**config.mk**
```make
export PLATFORM = sky130hd
export DESIGN_NAME = psfl_ctrl
export DESIGN_NICKNAME = d
export VERILOG_FILES = /design/src/hdl/packet_slot_free_list_macros.svh /design/src/hdl/psfl_pkg.sv /design/src/hdl/psfl_ctrl.sv
export SDC_FILE = /design/constraint.sdc
export NUM_CORES = 1
export LEC_CHECK = 0
export BUFFER_PORTS_ARGS = -buffer_cell sky130_fd_sc_hd__buf_2
export CAP_MARGIN = 15
export CELL_PAD_IN_SITES_DETAIL_PLACEMENT = 1
export CELL_PAD_IN_SITES_GLOBAL_PLACEMENT = 2
export CORE_AREA = 2 2 39 41
export CTS_CLUSTER_DIAMETER = 40
export DETAILED_ROUTE_END_ITERATION = 6
export DIE_AREA = 0 0 41 43
export GPL_ROUTABILITY_DRIVEN = 0
export PLACE_DENSITY_LB_ADDON = 0.25
export RECOVER_POWER = 50
export SETUP_SLACK_MARGIN = 0.02
export SYNTH_ARGS = -nofsm -noshare
export SYNTH_HDL_FRONTEND = slang
export SYNTH_SLANG_ARGS = --single-unit
export TNS_END_PERCENT = 50
```
**constraint.sdc**
```tcl
create_clock -name clk -period 1.3 [get_ports clk]
set_input_delay 0 -clock clk [delete_from_list [all_inputs] [get_ports clk]]
set_output_delay 0 -clock clk [all_outputs]
set_load 0.02 [all_outputs]
```
**src/hdl/packet_slot_free_list_macros.svh**
```systemverilog
// Assertion macros shared by the free list block.
// Included by the top level only; it needs a clock named clk and a reset named rst.
`ifndef PACKET_SLOT_FREE_LIST_MACROS_SVH
`define PACKET_SLOT_FREE_LIST_MACROS_SVH

// Checks that the consequent holds in the same cycle as the antecedent.
`define PSFL_ASSERT_SAME(lbl, ante, cons) \
  lbl: assert property (@(posedge clk) disable iff (rst) (ante) |-> (cons)) \
    else $error("free list assertion failed");

// Checks that the consequent holds in the cycle after the antecedent.
`define PSFL_ASSERT_NEXT(lbl, ante, cons) \
  lbl: assert property (@(posedge clk) disable iff (rst) (ante) |=> (cons)) \
    else $error("free list assertion failed");

`endif

```
**src/hdl/psfl_pkg.sv**
```systemverilog
// Shared constants, codes and control types for the packet slot free list.
// Used by the controller, the datapath and the top level; depends on nothing.
`default_nettype none

package psfl_pkg;

  localparam int SLOTS      = 256;
  localparam int ADDR_BITS  = 40;
  localparam int IDX_BITS   = (SLOTS > 1) ? $clog2(SLOTS) : 1;
  localparam int COUNT_BITS = $clog2(SLOTS + 1);
  localparam int STRIDE_BITS = 16;
  localparam int OP_BITS    = 2;
  localparam int STATUS_BITS = 2;
  localparam int CFG_IDX_BITS = 1;

  localparam logic [COUNT_BITS-1:0] SLOTS_CNT = COUNT_BITS'(SLOTS);
  localparam logic [IDX_BITS-1:0]   LAST_IDX  = IDX_BITS'(SLOTS - 1);

  localparam logic [OP_BITS-1:0] OP_INIT   = 2'd0;
  localparam logic [OP_BITS-1:0] OP_GET    = 2'd1;
  localparam logic [OP_BITS-1:0] OP_RETURN = 2'd2;

  localparam logic [STATUS_BITS-1:0] ST_OK    = 2'd0;
  localparam logic [STATUS_BITS-1:0] ST_EMPTY = 2'd1;
  localparam logic [STATUS_BITS-1:0] ST_FULL  = 2'd2;

  localparam logic [CFG_IDX_BITS-1:0] REG_BASE   = 1'b0;
  localparam logic [CFG_IDX_BITS-1:0] REG_STRIDE = 1'b1;

  localparam logic [STRIDE_BITS-1:0] STRIDE_RESET = 16'd2048;

  typedef struct packed {
    logic take;
    logic fill_step;
    logic publish;
  } psfl_cmd_t;

  typedef struct packed {
    logic fill_last;
    logic out_free;
  } psfl_stat_t;

endpackage

`default_nettype wire

```
**src/hdl/psfl_ctrl.sv**
```systemverilog
// Sequencing state machine of the free list: accept, fill sweep, result hand-off.
// Depends on psfl_pkg; drives the datapath through command and status structs.
`default_nettype none

module psfl_ctrl (
  input  wire logic                         clk,
  input  wire logic                         rst,
  input  wire logic                         in_valid,
  input  wire logic [psfl_pkg::OP_BITS-1:0] opcode,
  output logic                              in_stall,
  input  wire psfl_pkg::psfl_stat_t         stat,
  output psfl_pkg::psfl_cmd_t               cmd
);
  import psfl_pkg::*;

  localparam logic [1:0] S_IDLE = 2'd0;
  localparam logic [1:0] S_FILL = 2'd1;
  localparam logic [1:0] S_DONE = 2'd2;

  logic [1:0] state;
  logic [1:0] state_next;

  always_comb begin
    state_next    = state;
    cmd.take      = 1'b0;
    cmd.fill_step = 1'b0;
    cmd.publish   = 1'b0;
    unique case (state)
      S_IDLE: begin
        if (in_valid) begin
          cmd.take = 1'b1;
          state_next = (opcode == OP_INIT) ? S_FILL : S_DONE;
        end
      end
      S_FILL: begin
        cmd.fill_step = 1'b1;
        if (stat.fill_last) begin
          state_next = S_DONE;
        end
      end
      S_DONE: begin
        if (stat.out_free) begin
          cmd.publish = 1'b1;
          state_next = S_IDLE;
        end
      end
      default: begin
        state_next = S_IDLE;
      end
    endcase
  end

  assign in_stall = (state != S_IDLE);

  always_ff @(posedge clk) begin
    if (rst) begin
      state <= S_IDLE;
    end else begin
      state <= state_next;
    end
  end

endmodule

`default_nettype wire

```
==> results_dict.tcl, run 1 <==
set metrics [dict create \
    status "finished clean" \
    fin_hold_ws_ns 0.1553 \
    min_to "state[1]" \
    max_freq_ghz 0.9335 \
    worstSetupPathType "reg -> out" \
    synthesis.area_sq_um 123.9 \
    cts.htree.levels 1 \
    clkPwrFrac 0.517 \
    area_growth_pct 76.77 \
    ys_types 10 \
    final_common_cell "buf_2" \
    p_sw_w 0.00006620 \
    nFillCells 180 \
    clock_sinks 2 \
    route.detailed.drc 0 \
    peakVddDrop_uv 359.0 \
    io_pins 11 \
    tightest_slew_ns 0.2426 \
    p_sw_frac 0.2554 \
    syn_inst 15 \
    syn_avg_cell_area_sq_um 8.258 \
    layout_min_cycle_time_ns 1.071 \
    die_y_microns 43 \
    clk_pin_slew_ns 0.03 \
    core_area_sq_mm 0.001384 \
    ys_seq_elements 2 \
    ys_seq_area_frac 0.3232 \
    finalCritPeriodShare 0.8241 \
    ant_nets 0 \
    tns_ns 0 \
    io_buffers 10 \
    dp_cells 41 \
    combinationalPowerShare 0.202 \
    fp.dieW_microns 41 \
    rsz0062_at_grt "no" \
    min_from "stat[0]" \
    nNetsFinal 38 \
    synth_area_leader_cell "dfxtp_1" \
    antenna_found_initial 0 \
    cts_buffers 3 \
    multi_input_comb_area_sq_um 70.07 \
    grt_overflow 0 \
    maxSlewViolCount 0 \
    cp-startpoint "state[1]" \
    cp_max_fo 7 \
    totalWireLength_microns 374 \
    dpl_cell_area_sq_um 193.9 \
    p_leak_nw 0.1075 \
    reg2regPathDepth 3 \
    required_ns 1.30 \
    intPower_w 0.0001930 \
    worst_setup_path_start_kind "flop" \
    drive_gt1_frac 0.4483 \
    r2r_end "state[1]" \
    fin_cells 45 \
    final_cell_area_sq_um 219.0 \
    initial_core_util 0.08951 \
    grt_pass1_wl_microns 641 \
    largest_register_ffs 2 \
    layout_common_cells "9 x buf_2, 3 x nor3_1, 3 x clkbuf_4" \
    clockBufferDepth 2 \
    hp-class "in -> reg" \
    die_area_sq_mm 0.001763 \
    largestRegisters "state: 2 flops" \
    dr.pass1.iters 1 \
    pre_cts_ws_ns 0.2992 \
    grt_pass1_vias 177 \
    cp.arrival_ns 1.07 \
    drt_iter0_markers 0 \
    antenna_cells 0 \
    critPathCaptureType "primary output" \
    num_rows 14 \
    grt_max_degree 8 \
    wl_per_cell_microns 8.311 \
    p_seq_frac 0.281 \
    vias_per_cell 3.467 \
    synth_area_leaders "dfxtp_1 32%, nor3_1 12%, nor4b_2 12%, o21a_1 12%, and3b_2 8.1%" \
    clk_latency_ns 0.22 \
    cap_viol_max_count 0 \
    synth.top_cell.area_share 0.3232 \
    setup_viol 0 \
    final.setup_skew_ns 0.001006 \
    cts_root_buf "clkbuf_4" \
    regArea_sq_um 40.04 \
    vias 156 \
    r2r-start "state[0]" \
    hold_viol 0 \
    synth_nets 22 \
    min_path_cells 4 \
    slew_headroom 0.8360 \
    fin_ws_ns 0.2287 \
    cts_tree "built" \
    yosysWarningCount 0 \
    regMostFlops "state" \
    track_usage 0.06112 \
    powerDensity_mw_per_mm2 1184 \
    rrSetupSlack_ns 0.27 \
]
## worst max-delay path, cell delays in order, from the launching register on
cell and delay (ns):
dfxtp_1 0.35, or2_0 0.25, nor2_1 0.09, buf_2 0.16
## layer usage
| metal | wire length, microns | part of all wire | up-vias | GRT usage |
|---|---|---|---|---|
| met5 | 0 | 0 | - | 0 |
| met4 | 0 | 0 | 0 | 0.06000 |
| met3 | 33 | 0.088 | 0 | 0.04712 |
| met2 | 218 | 0.58 | 5 | 0.09688 |
| met1 | 121 | 0.32 | 71 | 0.03834 |
| li1 | - | - | 80 | - |
## cells in the mapped netlist
| master | n |
|---|---|
| nor2_1 | 1 |
| nor3_1 | 3 |
| o21a_1 | 2 |
| dfxtp_1 | 2 |
| and3b_2 | 1 |
| a21oi_1 | 1 |
| nor2b_1 | 1 |
| inv_1 | 2 |
| or2_1 | 1 |
| nor4b_2 | 1 |
## cells by family (layout without fill, tap and decap cells)
family	count (synthesis)	after routing	synth area share
compound gates	3	3	0.1615
buf+inv	2	16	0.06063
flops	2	2	0.3232
simple gates	8	8	0.4545
## power groups by stage
stage	Combinational, W	Sequential, W	Clock (W)
final	0.0000524	0.0000729	0.000134
after global routing	0.0000597	0.0000744	0.000148
after CTS	0.0000560	0.0000731	0.000143
after detailed placement	0.0000528	0.0000738	0
after global placement	0.0000521	0.0000736	0
after floorplan	0.0000312	0.0000719	0
## worst max path at each step
stage,slack (ns),cells after the start,to
finish,0.23,3,cmd[2]
global route,0.11,3,cmd[2]
CTS,0.21,3,cmd[2]
detailed placement,0.30,3,state[0]
global placement,0.30,3,state[1]
floorplan,0.33,2,cmd[2]
## metrics by stage
step / utilization / power (W)
CTS: 0.1637 / 0.0002722
global placement: 0.1401 / 0.0001257
floorplan: - / 0.0001031
global route: 0.1582 / 0.0002817
finish: 0.1582 / 0.0002592
detailed placement: 0.1401 / 0.0001266
## repair_timing
action,4_1_cts,5_1_grt
hold endpoints to repair,1,0
hold buffers,1,0
resized for setup,0,0
setup buffers,0,0
## final cells by class
cell class	instances	share of cell area
clock buffers	3	0.1029
inverters	2	0.03429
multi-input cells	11	0.3200
flip-flops and latches	2	0.1829
well taps	16	0.09143
repair buffers	11	0.2686
Power figures use the tool's default switching activity.
==> inputs of run 2 (changes only) <==
- ABC_AREA: default -> 1
- clock period: 1.3 -> 1 ns (I/O delays scaled with it)
==> run 2 against run 1 <==
  * Combinational power rose by 150%
  * Synthesized cell count rose by 67%
  * Clock skew barely moved
  * Cell count rose by 22%
  * Synthesized area rose by 23%
  * Power rose by 55%
  * Critical path depth rose by 1
  * Critical endpoint unchanged
  * Largest power group unchanged
==> results_dict.tcl, run 2 <==
set metrics [dict create \
    status "finished clean" \
    synth_area_leaders "dfxtp_1 26%, inv_1 9.8%, nor2_1 9.8%, nand2_1 7.4%, nand3b_2 7.4%" \
    peakVddDrop_uv 462.6 \
    synth_compound_area_frac 0.1230 \
    rsz0062_at_grt "yes" \
    worstSetupPathType "reg -> out" \
    synth_top_family_by_area "simple AND/OR/NAND/NOR gates" \
    synth_fa_ha_area_frac 0 \
    cp_max_fo 4 \
    largestRegisters "state: 2 flops" \
    p_leak_nw 0.1531 \
    final_common_cell "buf_2" \
    hold_viol 0 \
    tns_ns 0 \
    post_cts_buffers 0 \
    clockBufferDepth 2 \
    max_freq_ghz 1.088 \
    required_ns 1.00 \
    initial_core_util 0.1103 \
    maxSlewViolCount 0 \
    powerDensity_mw_per_mm2 1371 \
    synthesis.area_sq_um 152.6 \
    cts_root_buf "clkbuf_4" \
    clk_latency_ns 0.22 \
    totalWireLength_microns 451 \
    track_usage 0.07007 \
    nNetsFinal 48 \
    num_rows 14 \
    synthFlopType "dfxtp_1" \
    largest_register_ffs 2 \
    ys_types 14 \
    final.setup_skew_ns 0.001123 \
    slew_headroom 0.8895 \
    die_area_sq_mm 0.001763 \
    synth_nets 32 \
    vias_per_cell 3.745 \
    regMostFlops "state" \
    die_y_microns 43 \
    critPathCaptureType "primary output" \
    grt_max_degree 6 \
    wl_per_cell_microns 8.200 \
    fp.dieW_microns 41 \
    final_util 0.2125 \
    hpwl_microns 359.7 \
    synth_area_leader_cell "dfxtp_1" \
    antenna_found_initial 0 \
    ant_nets 0 \
    setup_viol 0 \
    synth_edf_count 0 \
    cts_buffers 3 \
    area_growth_pct 92.62 \
    layout_common_cells "7 x buf_2, 4 x inv_1, 3 x nor2_1, 3 x nand2_1, 3 x clkbuf_4" \
    clk_pin_slew_ns 0.03 \
    io_buffers 10 \
    grt_overflow 0 \
    tightest_slew_ns 0.1650 \
    yosysWarningCount 0 \
    worst_setup_path_start_kind "flop" \
    syn_inst 25 \
    ys_seq_elements 2 \
    drt_iter0_markers 2 \
    drive_gt1_frac 0.5641 \
    yosys.area_share.simple 0.4672 \
    core_area_sq_mm 0.001384 \
    ys_seq_area_frac 0.2623 \
    grt_pass1_wl_microns 786 \
    synth.top_cell.area_share 0.2623 \
    layout_min_cycle_time_ns 0.9189 \
    hp-class "in -> reg" \
    syn_avg_cell_area_sq_um 6.106 \
    synthTopCellsByCount "4 x inv_1, 4 x nor2_1, 3 x nand2_1" \
    async_flop_share 0 \
    route.detailed.drc 0 \
    clock_sinks 2 \
    cap_viol_max_count 0 \
    io_pins 11 \
    dr.pass1.iters 4 \
    cts.htree.levels 1 \
    synth_mux_area_frac 0 \
    antenna_cells 0 \
    finalCritPeriodShare 0.9189 \
    synth_xor_area_frac 0 \
    cp.arrival_ns 0.92 \
    vias 206 \
    grt_pass1_vias 234 \
    cts_tree "built" \
]
-- run 2: final timing paths --
path,startpoint,to,slack [ns],cells after the start
setup / recovery,state[0],cmd[2],0.08,4
hold reg to reg,state[0],state[0],0.58,2
setup reg to reg,state[1],state[1],0.12,4
hold / removal,stat[1],state[0],0.1,3
-- run 2: where the power goes --
group / switching, W / internal, W
Sequential: 0.0000122 / 0.0000875
Clock: 0.0000423 / 0.000132
Combinational: 0.0000715 / 0.0000575
-- run 2: logic make-up after synthesis --
group,count (synthesis)
compound gates,3
flops,2
simple gates,14
buf+inv,6
-- run 2: worst max-delay path, cell delays in order (launching register included) --
cell and delay, ns:
dfxtp_4 0.35, inv_4 0.07, nand2_4 0.06, nor2_4 0.10, buf_6 0.11
-- run 2: area by class of cell --
cell class / instances / area, sq um
Fill cell: 174 / 1090
Multi-Input combinational cell: 17 / 107.6
Timing Repair Buffer: 11 / 68.82
Sequential cell: 2 / 47.55
Inverter: 6 / 27.53
Clock buffer: 3 / 22.52
Tap cell: 16 / 20.02
-- run 2: layer usage --
metal,wire (microns),vias to the layer above,share of wire,track usage
li1,-,108,-,-
met1,178,92,0.39,0.06688
met2,227,6,0.50,0.1063
met3,45,0,0.10,0.01571
met4,0,0,0,0.08000
met5,0,-,0,0
-- run 2: timing repair --
| item | 4_1_cts | 5_1_grt |
|---|---|---|
| hold buffers | 1 | 0 |
| endpoints found under the hold margin | 1 | 0 |
| pin swaps | 0 | 2 |
| resized for setup | 2 | 11 |
| endpoints found under the setup margin | 2 | 2 |
-- run 2: through the flow --
stage	hold WS (ns)	std cells	setup slack, ns	cell area, sq um	total power [W]
after floorplan	0.06907	25	0.06876	152.6	0.0001674
after global placement	0.1834	51	0.04316	222.7	0.0002035
after detailed placement	0.1850	51	0.03860	222.7	0.0002039
after CTS	0.09221	55	0.006995	257.7	0.0003953
after global routing	0.1052	55	0.01871	294.0	0.0004379
final	0.09515	55	0.08114	294.0	0.0004030
==> inputs of run 3 (changes only) <==
- ABC_AREA: 1 -> default
- SKIP_CTS_REPAIR_TIMING: default -> 1
==> run 3 against run 2 <==
  * The run now ends with setup timing left
  * Sequential power fell by 6.2%
  * Cell count fell by 18%
  * Setup slack got worse by 0.11 ns
  * Flip-flop and latch count did not move
  * Clock power barely moved
  * Via count fell by 26%
  * Largest power group unchanged
  * Combinational power fell by 44%
  * Utilization fell by 4.3 points
  * Critical endpoint unchanged
  * Wire length fell by 24%
  * Power fell by 16%
  * Final area fell by 20%
==> results_dict.tcl, run 3 (same netlist as run 1, synthesis figures left out) <==
set metrics [dict create \
    status "finished with violations" \
    violations "setup timing" \
    hp-class "in -> reg" \
    rsz0062_at_grt "yes" \
    track_usage 0.06006 \
    totalWireLength_microns 344 \
    final_cell_area_sq_um 234.0 \
    cts_tree "built" \
    setup_viol 1 \
    wl_per_cell_microns 7.644 \
    layout_common_cells "8 x buf_2, 3 x nor3_1, 3 x clkbuf_4" \
    area_growth_pct 88.89 \
    vias_per_cell 3.400 \
    grt_use_met1 0.04459 \
    use_met2 0.08750 \
    largestRegisters "state: 2 flops" \
    tightest_slew_ns 0.1908 \
    cts.htree.levels 1 \
    io_pins 11 \
    largest_register_ffs 2 \
    cts_root_buf "clkbuf_4" \
    die_area_sq_mm 0.001763 \
    tns_ns -0.02915 \
    p_leak_nw 0.1161 \
    hpwl_microns 298 \
    total_power_w 0.0003404 \
    drt_iter0_markers 1 \
    regMostFlops "state" \
    antenna_found_initial 0 \
    cp_max_fo 7 \
    slew_headroom 0.8724 \
    critPathMaxStageDelay_ns 0.33 \
    fin_ws_ns -0.02915 \
    worst_setup_path_start_kind "flop" \
    max_freq_ghz 0.9717 \
    nFillCells 174 \
    peakVddDrop_uv 469.8 \
    cap_viol_max_count 0 \
    crit_chain "or2_1, nor2_1, buf_4" \
    crit_slowest_cell "dfxtp_2" \
    grt_max_degree 8 \
    clk_pin_slew_ns 0.03 \
    grt_pass1_vias 157 \
    grt_pass1_wl_microns 634 \
    die_y_microns 43 \
    grt_overflow 0 \
    maxSlewViolCount 0 \
    final.setup_skew_ns 0.001423 \
    dpl_cell_area_sq_um 193.9 \
    finalCritPeriodShare 1.029 \
    critPathCaptureType "primary output" \
    final_common_cell "buf_2" \
    hold_viol 0 \
    dr.pass1.iters 2 \
    cp.arrival_ns 1.03 \
    clock_sinks 2 \
    io_buffers 10 \
    initial_core_util 0.08951 \
    cts_buffers 3 \
    fp.dieW_microns 41 \
    pre_cts_ws_ns -0.01463 \
    worstSetupPathType "reg -> out" \
    vias 153 \
    core_area_sq_mm 0.001384 \
    clk_latency_ns 0.22 \
    num_rows 14 \
    route.detailed.drc 0 \
    drive_gt1_frac 0.5862 \
    layout_min_cycle_time_ns 1.029 \
    use_met3 0.06283 \
    ant_nets 0 \
    gr-max-usage-layer "met2" \
    antenna_cells 0 \
    nNetsFinal 38 \
    clockBufferDepth 2 \
    powerDensity_mw_per_mm2 1455 \
    required_ns 1.00 \
]
[run 3: cell count changes in the layout (fill, tap and decap cells not counted), sizes merged, moves of 2 or more]
| cell | change |
|---|---|
| inv | -4 |
| nand2 | -4 |
| nor2 | -4 |
| nand3 | -2 |
| nor3 | +2 |
[run 3: final timing paths]
check	start	end	slack, ns	depth (start not counted)
max	state[1]	cmd[2]	-0.03	3
min	stat[0]	state[1]	0.14	4
max reg2reg	state[0]	state[1]	0.02	3
min reg2reg	state[1]	state[0]	0.46	1
[run 3: power by group]
group | switching (W) | total (W) | internal [W] | leakage [nW]
Combinational | 0.0000363 | 0.0000728 | 0.0000365 | 0.0848
Sequential | 0.00000823 | 0.0000935 | 0.0000853 | 0.0175
Clock | 0.0000420 | 0.000174 | 0.000132 | 0.0138
Total | 0.0000865 | 0.000340 | 0.000254 | 0.116
[run 3: layout make-up]
class                      instances  area, sq um  share of cell area
clock buffer                       3        22.52             0.09626
multi-input combinational         11        76.32              0.3262
inverter                           2        7.507             0.03209
sequential                         2        45.04              0.1925
timing repair buffer              11        62.56              0.2674
tap                               16        20.02             0.08556
[run 3: per-layer routing]
metal | part of all wire | up-vias
met5 | 0 | -
met4 | 0 | 0
met3 | 0.10 | 0
met2 | 0.49 | 5
met1 | 0.40 | 66
li1 | - | 82
[run 3: worst max-delay path: cells and delay by family (launching register included)]
kind                   cells  cell delay, ns
buffers and inverters      1            0.14
flip-flops                 1            0.33
AND/OR/NAND/NOR            2            0.33
[run 3: metrics by stage]
stage / cells / util / hold WS [ns]
floorplan: 15 / - / 0.07679
global placement: 41 / 0.1401 / 0.1841
detailed placement: 41 / 0.1401 / 0.1862
CTS: 44 / 0.1564 / -0.05442
global route: 45 / 0.1691 / 0.1702
finish: 45 / 0.1691 / 0.1402
